File: src/hdl/rgbc_color_vote_classifier_top_assert.svh
// Assertion macros used by the classifier top level.
// Every check is sampled on clk_i and held off while rst_ni is low.
`ifndef RGBC_COLOR_VOTE_CLASSIFIER_TOP_ASSERT_SVH
`define RGBC_COLOR_VOTE_CLASSIFIER_TOP_ASSERT_SVH

// Same-cycle implication.
`define RGBC_ASSERT_IMPL(lbl, ante, cons, msg) \
  lbl: assert property (@(posedge clk_i) disable iff (!rst_ni) (ante) |-> (cons)) \
    else $error(msg);

// Next-cycle implication.
`define RGBC_ASSERT_NEXT(lbl, ante, cons, msg) \
  lbl: assert property (@(posedge clk_i) disable iff (!rst_ni) (ante) |=> (cons)) \
    else $error(msg);

`endif

File: src/hdl/rgbc_pkg.sv
package rgbc_pkg;

  // Field widths
  localparam int unsigned SampleW = 16;
  localparam int unsigned CountW  = 4;
  localparam int unsigned CfgIdxW = 3;
  localparam int unsigned CfgDataW = 16;

  // Default depth of the internal queues
  localparam int unsigned QueueDepthDefault = 2;

  // Register reset values
  localparam logic [CountW-1:0]  WindowLengthRst      = 4'd10;
  localparam logic [CountW-1:0]  VoteThresholdRst     = 4'd8;
  localparam logic [SampleW-1:0] RedClearLimitRst     = 16'd75;
  localparam logic [SampleW-1:0] BlackClearLimitRst   = 16'd50;
  localparam logic [SampleW-1:0] BlackChannelLimitRst = 16'd20;

  // Color codes, in priority order
  typedef enum logic [1:0] {
    CODE_GREEN = 2'd0,
    CODE_RED   = 2'd1,
    CODE_BLACK = 2'd2,
    CODE_BLUE  = 2'd3
  } color_e;

  localparam int unsigned NumColors = 4;

  // Configuration register indexes
  typedef enum logic [CfgIdxW-1:0] {
    CFG_WINDOW_LENGTH       = 3'd0,
    CFG_VOTE_THRESHOLD      = 3'd1,
    CFG_RED_CLEAR_LIMIT     = 3'd2,
    CFG_BLACK_CLEAR_LIMIT   = 3'd3,
    CFG_BLACK_CHANNEL_LIMIT = 3'd4
  } cfg_idx_e;

  typedef struct packed {
    logic [CountW-1:0]  window_length;
    logic [CountW-1:0]  vote_threshold;
    logic [SampleW-1:0] red_clear_limit;
    logic [SampleW-1:0] black_clear_limit;
    logic [SampleW-1:0] black_channel_limit;
  } cfg_t;

  // Classified sample between front and back
  typedef struct packed {
    logic   unclass;
    color_e color;
  } item_t;

  // Result transaction
  typedef struct packed {
    color_e color;
    logic   forced;
  } res_t;

  // Queue status seen by the back end
  typedef struct packed {
    logic cls_empty;
    logic res_full;
  } q_stat_t;

  // Back end handshake toward the queues
  typedef struct packed {
    logic cls_pop;
    logic res_push;
  } bk_ctrl_t;

endpackage

File: src/hdl/rgbc_queue.sv
module rgbc_queue #(
  parameter int unsigned Width = 3,
  parameter int unsigned Depth = 2
) (
  input  logic             clk_i,
  input  logic             rst_ni,
  input  logic             push_i,
  input  logic [Width-1:0] wdata_i,
  output logic             full_o,
  input  logic             pop_i,
  output logic [Width-1:0] rdata_o,
  output logic             empty_o
);

  localparam int unsigned PtrW = (Depth > 1) ? $clog2(Depth) : 1;
  localparam int unsigned CntW = $clog2(Depth + 1);

  logic [Width-1:0] mem_q [Depth];
  logic [PtrW-1:0]  wr_ptr_q, wr_ptr_d;
  logic [PtrW-1:0]  rd_ptr_q, rd_ptr_d;
  logic [CntW-1:0]  cnt_q, cnt_d;
  logic             do_push, do_pop;

  assign full_o  = (cnt_q == CntW'(Depth));
  assign empty_o = (cnt_q == '0);
  assign do_push = push_i && !full_o;
  assign do_pop  = pop_i && !empty_o;
  assign rdata_o = mem_q[rd_ptr_q];

  // Pointer wrap and occupancy
  always_comb begin
    wr_ptr_d = wr_ptr_q;
    rd_ptr_d = rd_ptr_q;
    cnt_d    = cnt_q;
    if (do_push) begin
      wr_ptr_d = (wr_ptr_q == PtrW'(Depth - 1)) ? '0 : wr_ptr_q + 1'b1;
    end
    if (do_pop) begin
      rd_ptr_d = (rd_ptr_q == PtrW'(Depth - 1)) ? '0 : rd_ptr_q + 1'b1;
    end
    if (do_push && !do_pop) begin
      cnt_d = cnt_q + 1'b1;
    end else if (do_pop && !do_push) begin
      cnt_d = cnt_q - 1'b1;
    end
  end

  always_ff @(posedge clk_i or negedge rst_ni) begin
    if (!rst_ni) begin
      wr_ptr_q <= '0;
      rd_ptr_q <= '0;
      cnt_q    <= '0;
    end else begin
      wr_ptr_q <= wr_ptr_d;
      rd_ptr_q <= rd_ptr_d;
      cnt_q    <= cnt_d;
    end
  end

  // Storage, no reset needed
  always_ff @(posedge clk_i) begin
    if (do_push) begin
      mem_q[wr_ptr_q] <= wdata_i;
    end
  end

endmodule

File: src/hdl/rgbc_front.sv
module rgbc_front
  import rgbc_pkg::*;
(
  input  logic [SampleW-1:0] red_i,
  input  logic [SampleW-1:0] green_i,
  input  logic [SampleW-1:0] blue_i,
  input  logic [SampleW-1:0] clear_i,
  input  cfg_t               cfg_i,
  output item_t              item_o
);

  logic is_green, is_red, is_black, is_blue;

  // Class tests
  assign is_green = (green_i > blue_i) && (green_i > red_i);
  assign is_red   = (red_i > green_i) && (red_i > blue_i) &&
                    (clear_i < cfg_i.red_clear_limit);
  assign is_black = (clear_i < cfg_i.black_clear_limit) &&
                    (red_i < cfg_i.black_channel_limit) &&
                    (green_i < cfg_i.black_channel_limit) &&
                    (blue_i < cfg_i.black_channel_limit);
  assign is_blue  = (blue_i > red_i) && (blue_i > green_i);

  // Priority pick: green, red, black, blue; a sample that fits none is black, marked unclassified
  always_comb begin
    item_o.unclass = 1'b0;
    if (is_green) begin
      item_o.color = CODE_GREEN;
    end else if (is_red) begin
      item_o.color = CODE_RED;
    end else if (is_black) begin
      item_o.color = CODE_BLACK;
    end else if (is_blue) begin
      item_o.color = CODE_BLUE;
    end else begin
      item_o.color   = CODE_BLACK;
      item_o.unclass = 1'b1;
    end
  end

endmodule

File: src/hdl/rgbc_back.sv
module rgbc_back
  import rgbc_pkg::*;
(
  input  logic     clk_i,
  input  logic     rst_ni,
  input  cfg_t     cfg_i,
  input  q_stat_t  stat_i,
  input  item_t    item_i,
  output bk_ctrl_t ctrl_o,
  output res_t     res_o
);

  logic [CountW-1:0] samples_q, samples_d, samples_inc;
  logic [CountW-1:0] cnt_q   [NumColors];
  logic [CountW-1:0] cnt_d   [NumColors];
  logic [CountW-1:0] cnt_inc [NumColors];
  logic              go, win_end, found;
  color_e            vote;

  assign go          = !stat_i.cls_empty && !stat_i.res_full;
  assign samples_inc = samples_q + 1'b1;
  assign win_end     = !(samples_inc < cfg_i.window_length);

  // Per-class increment
  always_comb begin
    for (int i = 0; i < NumColors; i++) begin
      cnt_inc[i] = cnt_q[i] + CountW'(item_i.color == color_e'(i));
    end
  end

  // Vote over the updated counts, first class in priority order wins
  always_comb begin
    found = 1'b0;
    vote  = CODE_GREEN;
    for (int i = NumColors - 1; i >= 0; i--) begin
      if (cnt_inc[i] >= cfg_i.vote_threshold) begin
        found = 1'b1;
        vote  = color_e'(i);
      end
    end
  end

  // Counter update and result
  always_comb begin
    samples_d = samples_q;
    cnt_d     = cnt_q;
    ctrl_o.cls_pop  = go;
    ctrl_o.res_push = 1'b0;
    res_o.color     = vote;
    res_o.forced    = 1'b0;
    if (go) begin
      if (item_i.unclass) begin
        samples_d = '0;
        for (int i = 0; i < NumColors; i++) cnt_d[i] = '0;
        ctrl_o.res_push = 1'b1;
        res_o.color     = CODE_BLACK;
        res_o.forced    = 1'b1;
      end else if (win_end) begin
        samples_d = '0;
        for (int i = 0; i < NumColors; i++) cnt_d[i] = '0;
        ctrl_o.res_push = found;
      end else begin
        samples_d = samples_inc;
        cnt_d     = cnt_inc;
      end
    end
  end

  always_ff @(posedge clk_i or negedge rst_ni) begin
    if (!rst_ni) begin
      samples_q <= '0;
      for (int i = 0; i < NumColors; i++) cnt_q[i] <= '0;
    end else begin
      samples_q <= samples_d;
      cnt_q     <= cnt_d;
    end
  end

endmodule

File: src/hdl/rgbc_color_vote_classifier_top.sv
// Flow: a sample accepted into the class queue is counted by the back end once the result
//   queue has room; its result (if any) goes into the result queue, where the consumer pops it.
// Throughput: one sample per cycle while the result queue has room, set by the count-and-vote step.
// Reset (rst_ni low, asynchronous): counters and both queues empty, registers at defaults.
module rgbc_color_vote_classifier_top
  import rgbc_pkg::*;
#(
  parameter int unsigned QueueDepth = QueueDepthDefault
) (
  input  logic                clk_i,
  input  logic                rst_ni,
  // Sample side
  input  logic                push,
  output logic                full,
  input  logic [SampleW-1:0]  red_raw_i,
  input  logic [SampleW-1:0]  green_raw_i,
  input  logic [SampleW-1:0]  blue_raw_i,
  input  logic [SampleW-1:0]  clear_raw_i,
  // Result side
  output logic                empty,
  input  logic                pop,
  output logic [1:0]          color_code_o,
  output logic                forced_black_o,
  // Register writes
  input  logic                cfg_we_i,
  input  logic [CfgIdxW-1:0]  cfg_idx_i,
  input  logic [CfgDataW-1:0] cfg_wdata_i
);

`include "rgbc_color_vote_classifier_top_assert.svh"

  cfg_t     cfg_q;
  item_t    fr_item, cls_item;
  res_t     bk_res, out_res;
  q_stat_t  q_stat;
  bk_ctrl_t bk_ctrl;
  logic     cls_full, cls_empty;
  logic     res_full, res_empty;
  logic [$bits(item_t)-1:0] cls_rdata;
  logic [$bits(res_t)-1:0]  res_rdata;

  // Register file
  always_ff @(posedge clk_i or negedge rst_ni) begin
    if (!rst_ni) begin
      cfg_q.window_length       <= WindowLengthRst;
      cfg_q.vote_threshold      <= VoteThresholdRst;
      cfg_q.red_clear_limit     <= RedClearLimitRst;
      cfg_q.black_clear_limit   <= BlackClearLimitRst;
      cfg_q.black_channel_limit <= BlackChannelLimitRst;
    end else if (cfg_we_i) begin
      unique case (cfg_idx_i)
        CFG_WINDOW_LENGTH:       cfg_q.window_length       <= cfg_wdata_i[CountW-1:0];
        CFG_VOTE_THRESHOLD:      cfg_q.vote_threshold      <= cfg_wdata_i[CountW-1:0];
        CFG_RED_CLEAR_LIMIT:     cfg_q.red_clear_limit     <= cfg_wdata_i[SampleW-1:0];
        CFG_BLACK_CLEAR_LIMIT:   cfg_q.black_clear_limit   <= cfg_wdata_i[SampleW-1:0];
        CFG_BLACK_CHANNEL_LIMIT: cfg_q.black_channel_limit <= cfg_wdata_i[SampleW-1:0];
        default: ;
      endcase
    end
  end

  // Front: classify on the way in
  rgbc_front u_front (
    .red_i   (red_raw_i),
    .green_i (green_raw_i),
    .blue_i  (blue_raw_i),
    .clear_i (clear_raw_i),
    .cfg_i   (cfg_q),
    .item_o  (fr_item)
  );

  // Class queue between front and back
  rgbc_queue #(
    .Width ($bits(item_t)),
    .Depth (QueueDepth)
  ) u_cls_queue (
    .clk_i   (clk_i),
    .rst_ni  (rst_ni),
    .push_i  (push),
    .wdata_i (fr_item),
    .full_o  (cls_full),
    .pop_i   (bk_ctrl.cls_pop),
    .rdata_o (cls_rdata),
    .empty_o (cls_empty)
  );

  assign full     = cls_full;
  assign cls_item = item_t'(cls_rdata);

  // Back: window counters and vote
  assign q_stat.cls_empty = cls_empty;
  assign q_stat.res_full  = res_full;

  rgbc_back u_back (
    .clk_i  (clk_i),
    .rst_ni (rst_ni),
    .cfg_i  (cfg_q),
    .stat_i (q_stat),
    .item_i (cls_item),
    .ctrl_o (bk_ctrl),
    .res_o  (bk_res)
  );

  // Result queue toward the consumer
  rgbc_queue #(
    .Width ($bits(res_t)),
    .Depth (QueueDepth)
  ) u_res_queue (
    .clk_i   (clk_i),
    .rst_ni  (rst_ni),
    .push_i  (bk_ctrl.res_push),
    .wdata_i (bk_res),
    .full_o  (res_full),
    .pop_i   (pop),
    .rdata_o (res_rdata),
    .empty_o (res_empty)
  );

  assign out_res        = res_t'(res_rdata);
  assign empty          = res_empty;
  assign color_code_o   = out_res.color;
  assign forced_black_o = out_res.forced;

  // Checks
  `RGBC_ASSERT_IMPL(a_unclass_reports, bk_ctrl.cls_pop && cls_item.unclass, bk_ctrl.res_push, "unclassifiable sample gave no result")
  `RGBC_ASSERT_IMPL(a_result_needs_sample, bk_ctrl.res_push, bk_ctrl.cls_pop && !res_full, "result pushed without a sample")
  `RGBC_ASSERT_NEXT(a_accept_queues, push && !full, !cls_empty, "accepted sample missing from class queue")

endmodule

File: config.mk
export PLATFORM = sky130hd
export DESIGN_NAME = rgbc_color_vote_classifier_top
export DESIGN_NICKNAME = d
export VERILOG_FILES = /design/src/hdl/rgbc_pkg.sv /design/src/hdl/rgbc_queue.sv /design/src/hdl/rgbc_front.sv /design/src/hdl/rgbc_back.sv /design/src/hdl/rgbc_color_vote_classifier_top.sv
export VERILOG_INCLUDE_DIRS = /design/src /design/src/hdl
export SDC_FILE = /design/constraint.sdc
export NUM_CORES = 1
export LEC_CHECK = 0
export BUFFER_PORTS_ARGS = -buffer_cell sky130_fd_sc_hd__buf_2
export CAP_MARGIN = 20
export CORE_MARGIN = 10
export CORE_UTILIZATION = 49
export CTS_CLUSTER_SIZE = 10
export DETAILED_ROUTE_END_ITERATION = 10
export PLACE_DENSITY = 0.69
export SYNTH_ARGS = -nofsm -noshare
export SYNTH_HDL_FRONTEND = slang
export SYNTH_SLANG_ARGS = --single-unit
File: constraint.sdc
create_clock -name clk_i -period 5.4 [get_ports clk_i]
set_input_delay 1.08 -clock clk_i [delete_from_list [all_inputs] [get_ports clk_i]]
set_output_delay 1.08 -clock clk_i [all_outputs]
set_load 0.02 [all_outputs]
**Word-level counts from Yosys, hierarchy flattened**

Memory sizes are Yosys's and may differ from the RTL's.
Cells that the tools add are included.

- Memories: 2
- Register bits after elaboration: 84
- RAM bits: 12
- Input port bits: 88
- Word-level logic and storage cells: 128

- Add/subtract/negate cells: 13
- Reduce and logical (&&, ||, !) cells: 35
- Order comparisons: 16
- Muxes and demuxes: 37
- Equality and inequality tests: 9

Memories:

| name | words | bits a word | read ports | clocked after memory_dff | write ports | RTL line | RTL |
|---|---|---|---|---|---|---|---|
| u_cls_queue.mem_q | 2 | 3 | 1 | 0 | 1 | rgbc_queue.sv:18 | `logic [Width-1:0] mem_q [Depth];` |
| u_res_queue.mem_q | 2 | 3 | 1 | 0 | 1 | rgbc_queue.sv:18 |  |

Operators by type and width:

| operator | count |
|---|---|
| $gt A16 B16 Y1 | 6 |
| $lt A16 B16 Y1 | 5 |
| $mux W16 | 2 |
| $mux W2 | 11 |
| $mux W1 | 20 |
| $add A4 B1 Y4 | 4 |
| $ge A4 B4 Y1 | 4 |
| $logic_and A1 B1 Y1 | 16 |
| $reduce_and A2 Y1 | 5 |
| $eq A2 B2 Y1 const B | 4 |
| $logic_not A1 Y1 | 8 |
| $mux W4 | 2 |
| $eq A3 B2 Y1 const B | 2 |
| $logic_not A2 Y1 | 3 |
| $mux W3 | 2 |
| $add A1 B1 Y1 const B | 4 |
| $add A2 B1 Y2 const B | 2 |
| $add A4 B1 Y4 const B | 1 |
| $lt A4 B4 Y1 | 1 |
| $reduce_bool A2 Y1 | 2 |
| $sub A2 B1 Y2 const B | 2 |
| $eq A3 B1 Y1 const B | 1 |
| $eq A3 B3 Y1 const B | 1 |
| $logic_not A3 Y1 | 1 |
| $eq A2 B1 Y1 const B | 1 |

**Depth between registers and ports, before layout**

Gate-level depths: netlist (run 1).
An unclocked memory read counts as a cell.

- Word-level depth: 16
- Gate-level depth with buffers: 17
- Depth with buffers taken out: 16

**Hierarchy**

Synthesis (run 1) repeated with hierarchy kept, for this count alone.

- Cell total of the unflattened synthesis: 743
- Area total of the unflattened synthesis: 7546.0 sq um

By module, submodules not included:

| module | times used | sequential area each (sq um) | cells an instance | area an instance (sq um) |
|---|---|---|---|---|
| rgbc_front | 1 | 0.0 | 388 | 2964.1 |
| rgbc_color_vote_classifier_top | 1 | 1416.4 | 122 | 2189.6 |
| rgbc_back | 1 | 500.5 | 177 | 1571.5 |
| rgbc_queue | 2 | 280.3 | 28 | 410.4 |

**Worst setup path after synthesis (run 1)**

OpenSTA, ideal clock, no wires.

- Path kind: input to register
- From: in red_raw_i[15]
- To: mem u_cls_queue.mem_q[0][0], data pin
- Stages on the path: 8
- Slack: 2.225 ns
- Data arrival time: 2.916 ns
- Required time: 5.141 ns
- Cells stage by stage: ha_1 a222oi_1 nand2_1 nor3_2 o41ai_1 a2111oi_2 or4b_1 a41o_1

RTL lines:

| element | RTL line | RTL |
|---|---|---|
| start, declared | rgbc_color_vote_classifier_top.sv:15 | `input logic [SampleW-1:0] red_raw_i,` |
| end, declared | rgbc_queue.sv:18 |  |

**Worst setup path in the final report (run 1)**

- From: reg u_cls_queue.rd_ptr_q
- To: reg u_res_queue.cnt_q[1]

- Cells in the longest elaborated chain, start to end: 15
- Elaborated cells on any way between the ends: 26

RTL lines:

| element | RTL line | RTL |
|---|---|---|
| start, declared | rgbc_queue.sv:20 | `logic [PtrW-1:0] rd_ptr_q, rd_ptr_d;` |
| start signal, assigned | rgbc_queue.sv:55 | `rd_ptr_q <= rd_ptr_d;` |
| $mem_v2 Z2 W3 (*) | -- |  |
| $eq A2 B2 Y1 | rgbc_back.sv:27 | `cnt_inc[i] = cnt_q[i] + CountW'(item_i.color == color_e'(i));` |
| $add A4 B1 Y4 | rgbc_back.sv:27 |  |
| $ge A4 B4 Y1 | rgbc_back.sv:36 | `if (cnt_inc[i] >= cfg_i.vote_threshold) begin` |
| $mux W1 (4 in series) | rgbc_back.sv:36 |  |
| $mux W1 | rgbc_back.sv:58 | `end else if (win_end) begin` |
| $mux W1 (*) | rgbc_back.sv:52 | `if (item_i.unclass) begin` |
| $mux W1 (*) | rgbc_back.sv:51 | `if (go) begin` |
| $logic_and A1 B1 Y1 (*) | rgbc_queue.sv:26 | `assign do_push = push_i && !full_o;` |
| net u_res_queue.do_push | rgbc_queue.sv:22 | `logic do_push, do_pop;` |
| $logic_not A1 Y1 | rgbc_queue.sv:43 | `end else if (do_pop && !do_push) begin` |
| $logic_and A1 B1 Y1 | rgbc_queue.sv:43 |  |
| $reduce_bool A2 Y1 (no source line) | -- |  |
| end signal, assigned | rgbc_queue.sv:56 | `cnt_q <= cnt_d;` |
| end, declared | rgbc_queue.sv:21 | `logic [CntW-1:0] cnt_q, cnt_d;` |

Mark *: on every way through the listed nets, which the timed path passes. The rest lies on a longest branch.
A chain may end at the register's enable or synchronous reset.

==> metrics, run 1 <==
EDFF count, synth 12; largest net degree at the start of global routing 63; cts repair resizes 0; I/O Buffers ~90; Worst Setup End Kind flop; final non-filler cell area 8180 µm²; Final Setup Violations 0; HP Class flop to flop; Slew @ Worst Pin around 0.9 ns; worst endpoint data arrival time 3.68 ns; Worst-Skew Late Latency approximately 0.34 ns; async set-reset flop share out of synthesis 87.5%; Total Routed Length 17200 µm; hold_buf cts 0; GP Congestion 0.907; post-synthesis sequential area ratio 34.4%; TritonRoute pass-1 iters 4; overall power 2.85 mW; DR vias/cell 5.43; clk root buf clkbuf_16; io pins 93; CTS Sinks 96; hold_ws 0.500 ns; period utilization 63.1%; initial antenna violation count 0; yosys warns 0; dominant synthesized flop cell dfrtp_1; Vias approximately 5700; skew final 0.0106 ns; Synth Net Count roughly 1000; crit start category flop; Pwr per Cell Area around 350 nW/µm²; top post-synthesis cells by area ha_1 27%, dfrtp_1 25%, inv_1 5.9%; NumNets Final around 1100; GRT overflow 0; Die Wd ~140 µm; Post-CTS Repair Setup Buffers 0; Avg Cell Area, Syn roughly 9.4 µm²; worst path required time about 5.7 ns; GR Util All Layers 17.6%; RSZ-0062 raised after global routing false; DRC Markers 0; post-synth top area share 26.5%; mapped cell area 7210 µm²; Num CTS Buffers 9; Placement Cell Area 7890 µm²; Initial Utilization 49.8%; count of different cell masters after synthesis 48; CTS tree built; Slew Limit Fails 0; final hold viol count 0; DIE HEIGHT 141 µm; vias in the first global route approximately 6000; Synth Register Bits 96; layout cell share with drive strength beyond 1 between 15 and 20%; row count 44; Max VDD drop 197 µV; DP Cell Count between 1000 and 1500; Fmax 293 MHz; buffer depth of the longest clock path 2; # diodes 0; CP Max Fanout 7; CTS HTree Levels 3; Synth-to-Final Area Change 13.4%; 1st-iter DRT viols 227; outcome completed; remaining antenna violation count 0; Post-Synthesis Cells 770; Final min period 3.41 ns; Avg WL per Cell 16.4 µm; Reg clk slew, reported paths 0.07 ns; DIE AREA 20000 µm²; WS Path Type flop to flop; DPL Wire Length 14100 µm; Slew headroom between 30% and 40%; TNS Setup 0 ns; max capacitance violation total 0; placeable core area 14500 µm²; Lkg Pwr roughly 4.2 nW; global-route wire length before repair about 29000 µm; Post-Layout Cell Count 1053; cell taking the most area after synthesis ha_1
==> placed cells by master (no fill, tap or decap), drive strengths merged, types with 10 or more instances in the layout <==
cell type / n
dfstp: 12
nand2b: 10
nor2: 30
edfxtp: 12
nand2: 77
dfrtp: 72
a22o: 19
mux2: 23
a21oi: 55
nand3: 20
inv: 115
buf: 96
clkbuf: 11
ha: 153
xnor2: 12
nand4: 15
o21ai: 58
==> synth_stat cells (2+ instances only) <==
cell,n
nand2b_1,10
nor4_1,4
a221o_1,3
nand4_1,15
o211ai_1,2
a21o_1,7
xor2_1,8
a22o_1,19
a21oi_1,55
nand2_1,77
o22ai_1,5
and3b_1,2
a211oi_1,8
clkbuf_1,13
nor3b_1,2
nor2b_1,3
nor2_1,30
o21ai_0,58
mux2_2,23
o32ai_1,3
xnor2_1,12
dfstp_2,12
inv_1,114
nor3_1,6
edfxtp_1,12
and3_1,2
nand3_1,20
ha_1,153
a2111oi_0,2
dfrtp_1,72
==> sequential cells by signal, indices dropped and copies added (netlist names) <==
register              count
u_back.cnt_q             16
u_cls_queue.rd_ptr_q      1
u_back.samples_q          4
u_res_queue.rd_ptr_q      1
u_res_queue.mem_q         6
cfg_q                    56
u_cls_queue.wr_ptr_q      1
u_cls_queue.cnt_q         2
u_cls_queue.mem_q         6
u_res_queue.wr_ptr_q      1
u_res_queue.cnt_q         2
==> layer usage <==
metal	vias to the layer above	routed length [µm]	part of all wire [%]	track usage, %
met1	2658	7630	44	21.0
met5	-	0	0	0
met2	127	8440	49	30.8
li1	2909	-	-	-
met4	0	364	2.1	4.84
met3	28	803	4.7	4.41
==> cell families (layout without fill, tap and decap cells) <==
kind of cell	Yosys count	after routing	synth area share, %
adders and majority gates	153	153	26.5
and+or+nand+nor	175	175	11.2
xor gates and xnor gates	20	20	2.43
muxes	24	24	3.73
DFF	96	96	34.4
buffers and inverters	127	226	6.61
AOI/OAI and AO/OA	175	175	15.1
==> power breakdown <==
group,internal (mW),switching [mW]
combinational,0.511,0.692
sequential,0.951,0.102
clock,0.325,0.269
total,1.79,1.06
==> cell type report <==
type,instances,area (µm²)
fill,1316,6300
multi-input combinational,547,4270
sequential,96,2480
timing repair buffer,96,500
inverter,114,428
clock buffer,11,243
tap,184,230
clock inverter,5,32.5
==> worst paths after layout <==
kind,from,to,slack [ns],cells after the start
worst max-delay path,u_cls_queue.rd_ptr_q,u_res_queue.cnt_q[1],1.99,15
worst min-delay path,u_res_queue.wr_ptr_q,u_res_queue.wr_ptr_q,0.50,1
worst max register to register,u_cls_queue.rd_ptr_q,u_res_queue.cnt_q[1],1.99,15
worst min register to register,u_res_queue.wr_ptr_q,u_res_queue.wr_ptr_q,0.50,1
max in group asynchronous,rst_ni,cfg_q[15],3.72,2
min in group asynchronous,rst_ni,u_res_queue.rd_ptr_q,0.62,1
==> critical path, stage by stage (launching register included) <==
cell and delay, ns:
dfrtp_1 0.45, nand2b_1 0.20, o22ai_1 0.16, ha_1 0.21, nand3_1 0.10, xnor2_1 0.19, ha_1 0.27, a21oi_1 0.13
o21ai_0 0.12, a2111oi_0 0.51, a21o_1 0.20, a21o_1 0.18, inv_1 0.06, ha_1 0.31, nor2_1 0.14, xnor2_1 0.12
==> stage by stage <==
step                utilization [%]  setup WS (ns)
global route                   56.5           1.67
floorplan                         -           2.22
global placement               54.5           1.96
finish                         56.5           1.99
detailed placement             54.5           1.86
CTS                            56.4           1.98
Note: power is estimated with default switching activity, not from simulation.
==> run 2: changes to the inputs <==
==> constraint.sdc (replaced) <==
create_clock -name clk_i -period 3.3 [get_ports clk_i]
set_input_delay 0.66 -clock clk_i [delete_from_list [all_inputs] [get_ports clk_i]]
set_output_delay 0.66 -clock clk_i [all_outputs]
set_load 0.02 [all_outputs]
==> metrics, run 2 (synthesis gave the netlist of run 1 again) <==
Slew headroom 51.9%; Pwr per Cell Area 577 nW/µm²; Vias 5726; register share of total power 35.9%; remaining antenna violation count 0; register area 2480 µm²; DRC Markers 0; Die Wd 141 µm; most flop-heavy register cfg_q; overall power 4.80 mW; max reg flops 56; # diodes 0; Worst Setup End Kind flop; Slew Limit Fails 0; WS Path Type flop to flop; CTS tree built; DIE AREA 20000 µm²; crit start category flop; clock power share 21.9%; outcome completed; DPL Wire Length about 14000 µm; fillers ~1300; Num CTS Buffers 9; commonest non-fill, non-tap cell in the layout ha_1; Psw 1.75 mW; Top Registers cfg_q x56, u_back.cnt_q x16; clk root buf clkbuf_16; Final Setup Violations 0; Logic pwr share a little over two fifths; io pins 93; CTS Sinks 96; TritonRoute pass-1 iters 4; DIE HEIGHT approximately 140 µm; hold_ws 0.344 ns; Fmax about 320 MHz; switching part of the total 36.5%; Total Routed Length 17100 µm; area occupied by multi-input gates between 4000 and 5000 µm²; CTS HTree Levels 3; 1st-iter DRT viols 301; Post-CTS Repair Setup Buffers 0; largest net degree at the start of global routing 56; CP Max Fanout 5; worst endpoint data arrival time 3.16 ns; initial antenna violation count 0; Initial Utilization between 40% and 50%; most frequent cells in the layout 151 x ha_1, 114 x inv_1, 91 x buf_2; global-route wire length before repair ~28000 µm; period utilization 94.9%; buffer depth of the longest clock path 2; Synth-to-Final Area Change 15.4%; GR Util All Layers 17.2%; Lkg Pwr 4.29 nW; Worst-Skew Late Latency 0.35 ns; cell internal pwr a little over 3 mW; max capacitance violation total 0; layout cell share with drive strength beyond 1 between 10% and 20%; HP Class input pin to async pin; GP Congestion between 0.9 and 1; placeable core area 14500 µm²; worst path required time 3.33 ns; Max VDD drop around 330 µV; RSZ-0062 raised after global routing true; vias in the first global route 5737; NumNets Final around 1100; I/O Buffers 92; final hold viol count 0; DR vias/cell 5.39; Reg clk slew, reported paths 0.06 ns; Slew @ Worst Pin roughly 0.7 ns; skew final 0.00554 ns; Avg WL per Cell approximately 16 µm; Final min period roughly 3.1 ns; GRT overflow 0; row count 44
==> run 2: layout make-up <==
cell class | instances | share of cell area [%]
Multi-Input combinational cell | 547 | 51.9
Inverter | 114 | 5.14
Clock buffer | 13 | 3.01
Tap cell | 184 | 2.77
Clock inverter | 3 | 0.496
Sequential cell | 96 | 29.8
Timing Repair Buffer | 105 | 6.89
==> run 2: worst paths after layout <==
check	slack [ns]	endpoint	from	cells past startpoint
min in group clk_i	0.50	u_cls_queue.wr_ptr_q	u_cls_queue.wr_ptr_q	1
max in group asynchronous	2.23	cfg_q[4]	rst_ni	2
setup / recovery	0.17	u_res_queue.mem_q[0][1]	u_cls_queue.rd_ptr_q	14
hold reg to reg	0.50	u_cls_queue.wr_ptr_q	u_cls_queue.wr_ptr_q	1
hold / removal	0.34	u_res_queue.rd_ptr_q	rst_ni	1
setup reg to reg	0.17	u_res_queue.mem_q[0][1]	u_cls_queue.rd_ptr_q	14
==> run 2: power by group through the flow <==
stage	clock [mW]	combinational, mW	sequential (mW)
after floorplan	0	1.43	1.69
after global placement	0	1.95	1.73
after detailed placement	0	2.00	1.74
after CTS	1.07	2.02	1.72
after global routing	1.11	2.33	1.76
final	1.05	2.02	1.72
==> run 2: critical path, cell delays in order (launching register included) <==
cell       delay, ns
dfrtp_1         0.42
buf_4           0.16
o32ai_1         0.27
ha_2            0.24
nand3_1         0.12
xnor2_2         0.16
ha_1            0.34
nand2_1         0.08
nor2_2          0.12
a2111oi_2       0.05
buf_4           0.14
a21o_1          0.16
a21o_1          0.18
buf_4           0.14
nor2_1          0.22
==> run 2: stage by stage <==
stage                     area (µm²)  setup WS [ns]  TNS (ns)  cells  util (%)
final                           8320          0.168         0   1062      57.5
after CTS                       8270         0.0368         0   1062      57.1
after floorplan                 7210          0.141         0    770         -
after global placement          7980         0.0951         0   1046      55.1
after global routing            8320        -0.0164   -0.0164   1062      57.5
after detailed placement        7980         0.0630         0   1046      55.1
==> run 2: per-layer routing <==
metal  up-vias  GRT usage, %  share of wire (%)  routed length [µm]
met5         -             0                  0                   0
met4         0          5.71                2.3                 386
met3        25          4.21                5.3                 908
met2       129          29.3                 49                8320
met1      2653          20.7                 44                7460
li1       2919             -                  -                   -
==> run 2: timing repair <==
item / 4_1_cts / 5_1_grt
endpoints found under the setup margin: 0 / 2
resized for setup: 0 / 12
hold buffers: 0 / 0
==> run 3: changes to the inputs <==
--- a/config.mk
+++ b/config.mk
@@ -15,4 +15,5 @@
 export PLACE_DENSITY = 0.69
 export SYNTH_ARGS = -nofsm -noshare
 export SYNTH_HDL_FRONTEND = slang
+export SYNTH_HIERARCHICAL = 1
 export SYNTH_SLANG_ARGS = --single-unit
==> metrics, run 3 <==
Slew headroom ~59%; skew final 0.00824 ns; CTS HTree Levels 3; TritonRoute pass-1 iters 5; Final Setup Violations 1; DPL Wire Length 15200 µm; area occupied by multi-input gates roughly 4800 µm²; Avg WL per Cell 17.7 µm; DR vias/cell 5.54; global-route wire length before repair about 30000 µm; HP Class input pin to async pin; placeable core area around 15000 µm²; Worst Setup End Kind flop; CTS Sinks 96; io pins 93; top post-synthesis cells by area ha_1 25%, dfrtp_1 24%, mux2_2 5.7%; max reg flops 56; most frequent cells in the layout 147 x ha_1, 93 x inv_1, 91 x buf_2; Synth Register Bits 96; cell internal pwr 3.30 mW; post-synthesis sequential area ratio 32.8%; Psw 2.01 mW; Reg clk slew, reported paths approximately 0.070 ns; DIE HEIGHT roughly 140 µm; DIE AREA 20800 µm²; RSZ-0062 raised after global routing true; 1st-iter DRT viols 241; most flop-heavy register cfg_q; CP Max Fanout 4; Die Wd between 100 and 150 µm; row count 45; Final min period 3.37 ns; outcome complete, but fails checks; Post-Layout Cell Count 1052; Synth Net Count 984; Vias about 6000; async set-reset flop share out of synthesis approximately 88%; Pwr per Cell Area ~600 nW/µm²; mapped cell area roughly 7500 µm²; Lkg Pwr approximately 4.4 nW; Placement Cell Area 8320 µm²; Slew @ Worst Pin just over 0.6 ns; WS Path Type flop to flop; remaining antenna violation count 0; Placement Setup Slack -0.125 ns; Avg Cell Area, Syn 10.2 µm²; fin util 58.1%; top cells by instance count after synthesis 153 x ha_1, 94 x inv_1, 72 x dfrtp_1, 46 x nand2_1, 39 x a21oi_1; DP Cell Count 1027; register area approximately 2500 µm²; largest net degree at the start of global routing 55; worst endpoint data arrival time roughly 3.6 ns; Logic pwr share 47.3%; post-synth top area share 25.4%; initial antenna violation count 4; fillers 1295; Total Routed Length 18600 µm; Top Registers cfg_q x56, u_back/cnt_q x16; buffer depth of the longest clock path 2; GR Util All Layers 18.6%; most common cell in the synthesized netlist ha_1; Initial Utilization 49.8%; GRT overflow 0; setup ws final -0.0668 ns; NumNets Final 1098; layout cell share with drive strength beyond 1 between 20% and 30%; yosys warns 6; Slew Limit Fails 0; count of different cell masters after synthesis 64; overall power 5.32 mW; max capacitance violation total 0; clock power share 19.5%; EDFF count, synth 12; DRC Markers 0; crit start category flop; violated checks negative setup slack; GP Congestion 0.900; cell taking the most area after synthesis ha_1; commonest non-fill, non-tap cell in the layout ha_1; final hold viol count 0; final non-filler cell area roughly 9000 µm²; vias in the first global route 6125; Num CTS Buffers 9; Max VDD drop 413 µV; Worst-Skew Late Latency 0.35 ns; clk root buf clkbuf_16; period utilization 102%; worst path required time 3.57 ns; Post-Synthesis Cells 743; dominant synthesized flop cell dfrtp_1; Synth-to-Final Area Change 16.6%; CTS tree built; Fmax slightly below 300 MHz; register share of total power 33.2%; I/O Buffers 92; switching part of the total between 30% and 40%
## run 3: metal layers
metal  up-vias  wire, µm  track usage (%)
met5         -        21                0
met4         4       318             5.48
met3        33      1080             5.02
met2       109      8950             31.3
met1      2750      8210             22.7
li1       2930         -                -
## run 3: repair_timing
action	CTS	global route
resized for setup	15	9
endpoints found under the setup margin	2	5
buffers inserted	4	4
hold buffers	0	0
pin swaps	9	9
hold endpoints to repair	0	0
## run 3: critical path: stages (launching register included)
cell	delay [ns]
dfrtp_1	0.41
mux2_4	0.34
nor2b_4	0.14
ha_4	0.16
ha_4	0.15
xor2_1	0.14
ha_1	0.30
o21ai_2	0.20
a21oi_4	0.05
or3_4	0.38
o311a_4	0.33
nand2_4	0.06
inv_2	0.04
ha_4	0.14
xor2_1	0.13
nor2_1	0.13
xor2_1	0.17
## run 3: area by class of cell
cell class / instances / area share, %
multi-input combinational: 540 / 54.3
sequential: 96 / 28.1
timing repair buffer: 115 / 7.36
inverter: 95 / 4.05
tap: 188 / 2.67
clock buffer: 9 / 2.56
clock inverter: 7 / 0.810
antenna: 2 / 0.0569
## run 3: worst paths after layout
check                                     start              endpoint  slack, ns  depth (start not counted)
max                        u_cls_queue/rd_ptr_q  u_res_queue/cnt_q[1]      -0.07                         16
min                                      rst_ni  u_cls_queue/cnt_q[0]       0.24                          1
max reg2reg                u_cls_queue/rd_ptr_q  u_res_queue/cnt_q[1]      -0.07                         16
min reg2reg                           cfg_q[42]             cfg_q[42]       0.49                          1
max in group asynchronous                rst_ni             cfg_q[20]       2.35                          2
min in group clk_i                    cfg_q[42]             cfg_q[42]       0.49                          1
## run 3: logic make-up after synthesis
family / synth area share (%)
AOI/OAI and AO/OA: 11.5
xor gates and xnor gates: 2.32
adders and majority gates: 25.4
buffers and inverters: 5.70
DFF: 32.8
muxes: 9.75
and+or+nand+nor: 12.6
## run 3: power groups by stage
stage               clock network [mW]  logic (mW)  registers, mW
finish                            1.03        2.52           1.77
global route                      1.11        2.85           1.81
CTS                               1.07        2.43           1.76
detailed placement                   0        2.30           1.77
global placement                     0        2.24           1.76
floorplan                            0        1.66           1.72
## run 3: through the flow
stage	setup TNS [ns]	hold slack, ns
6_report	-0.0668	0.242
5_1_grt	-0.223	0.262
4_1_cts	-0.0968	0.246
3_5_place_dp	-0.140	0.476
3_3_place_gp	-0.0543	0.469
2_1_floorplan	0	0.364
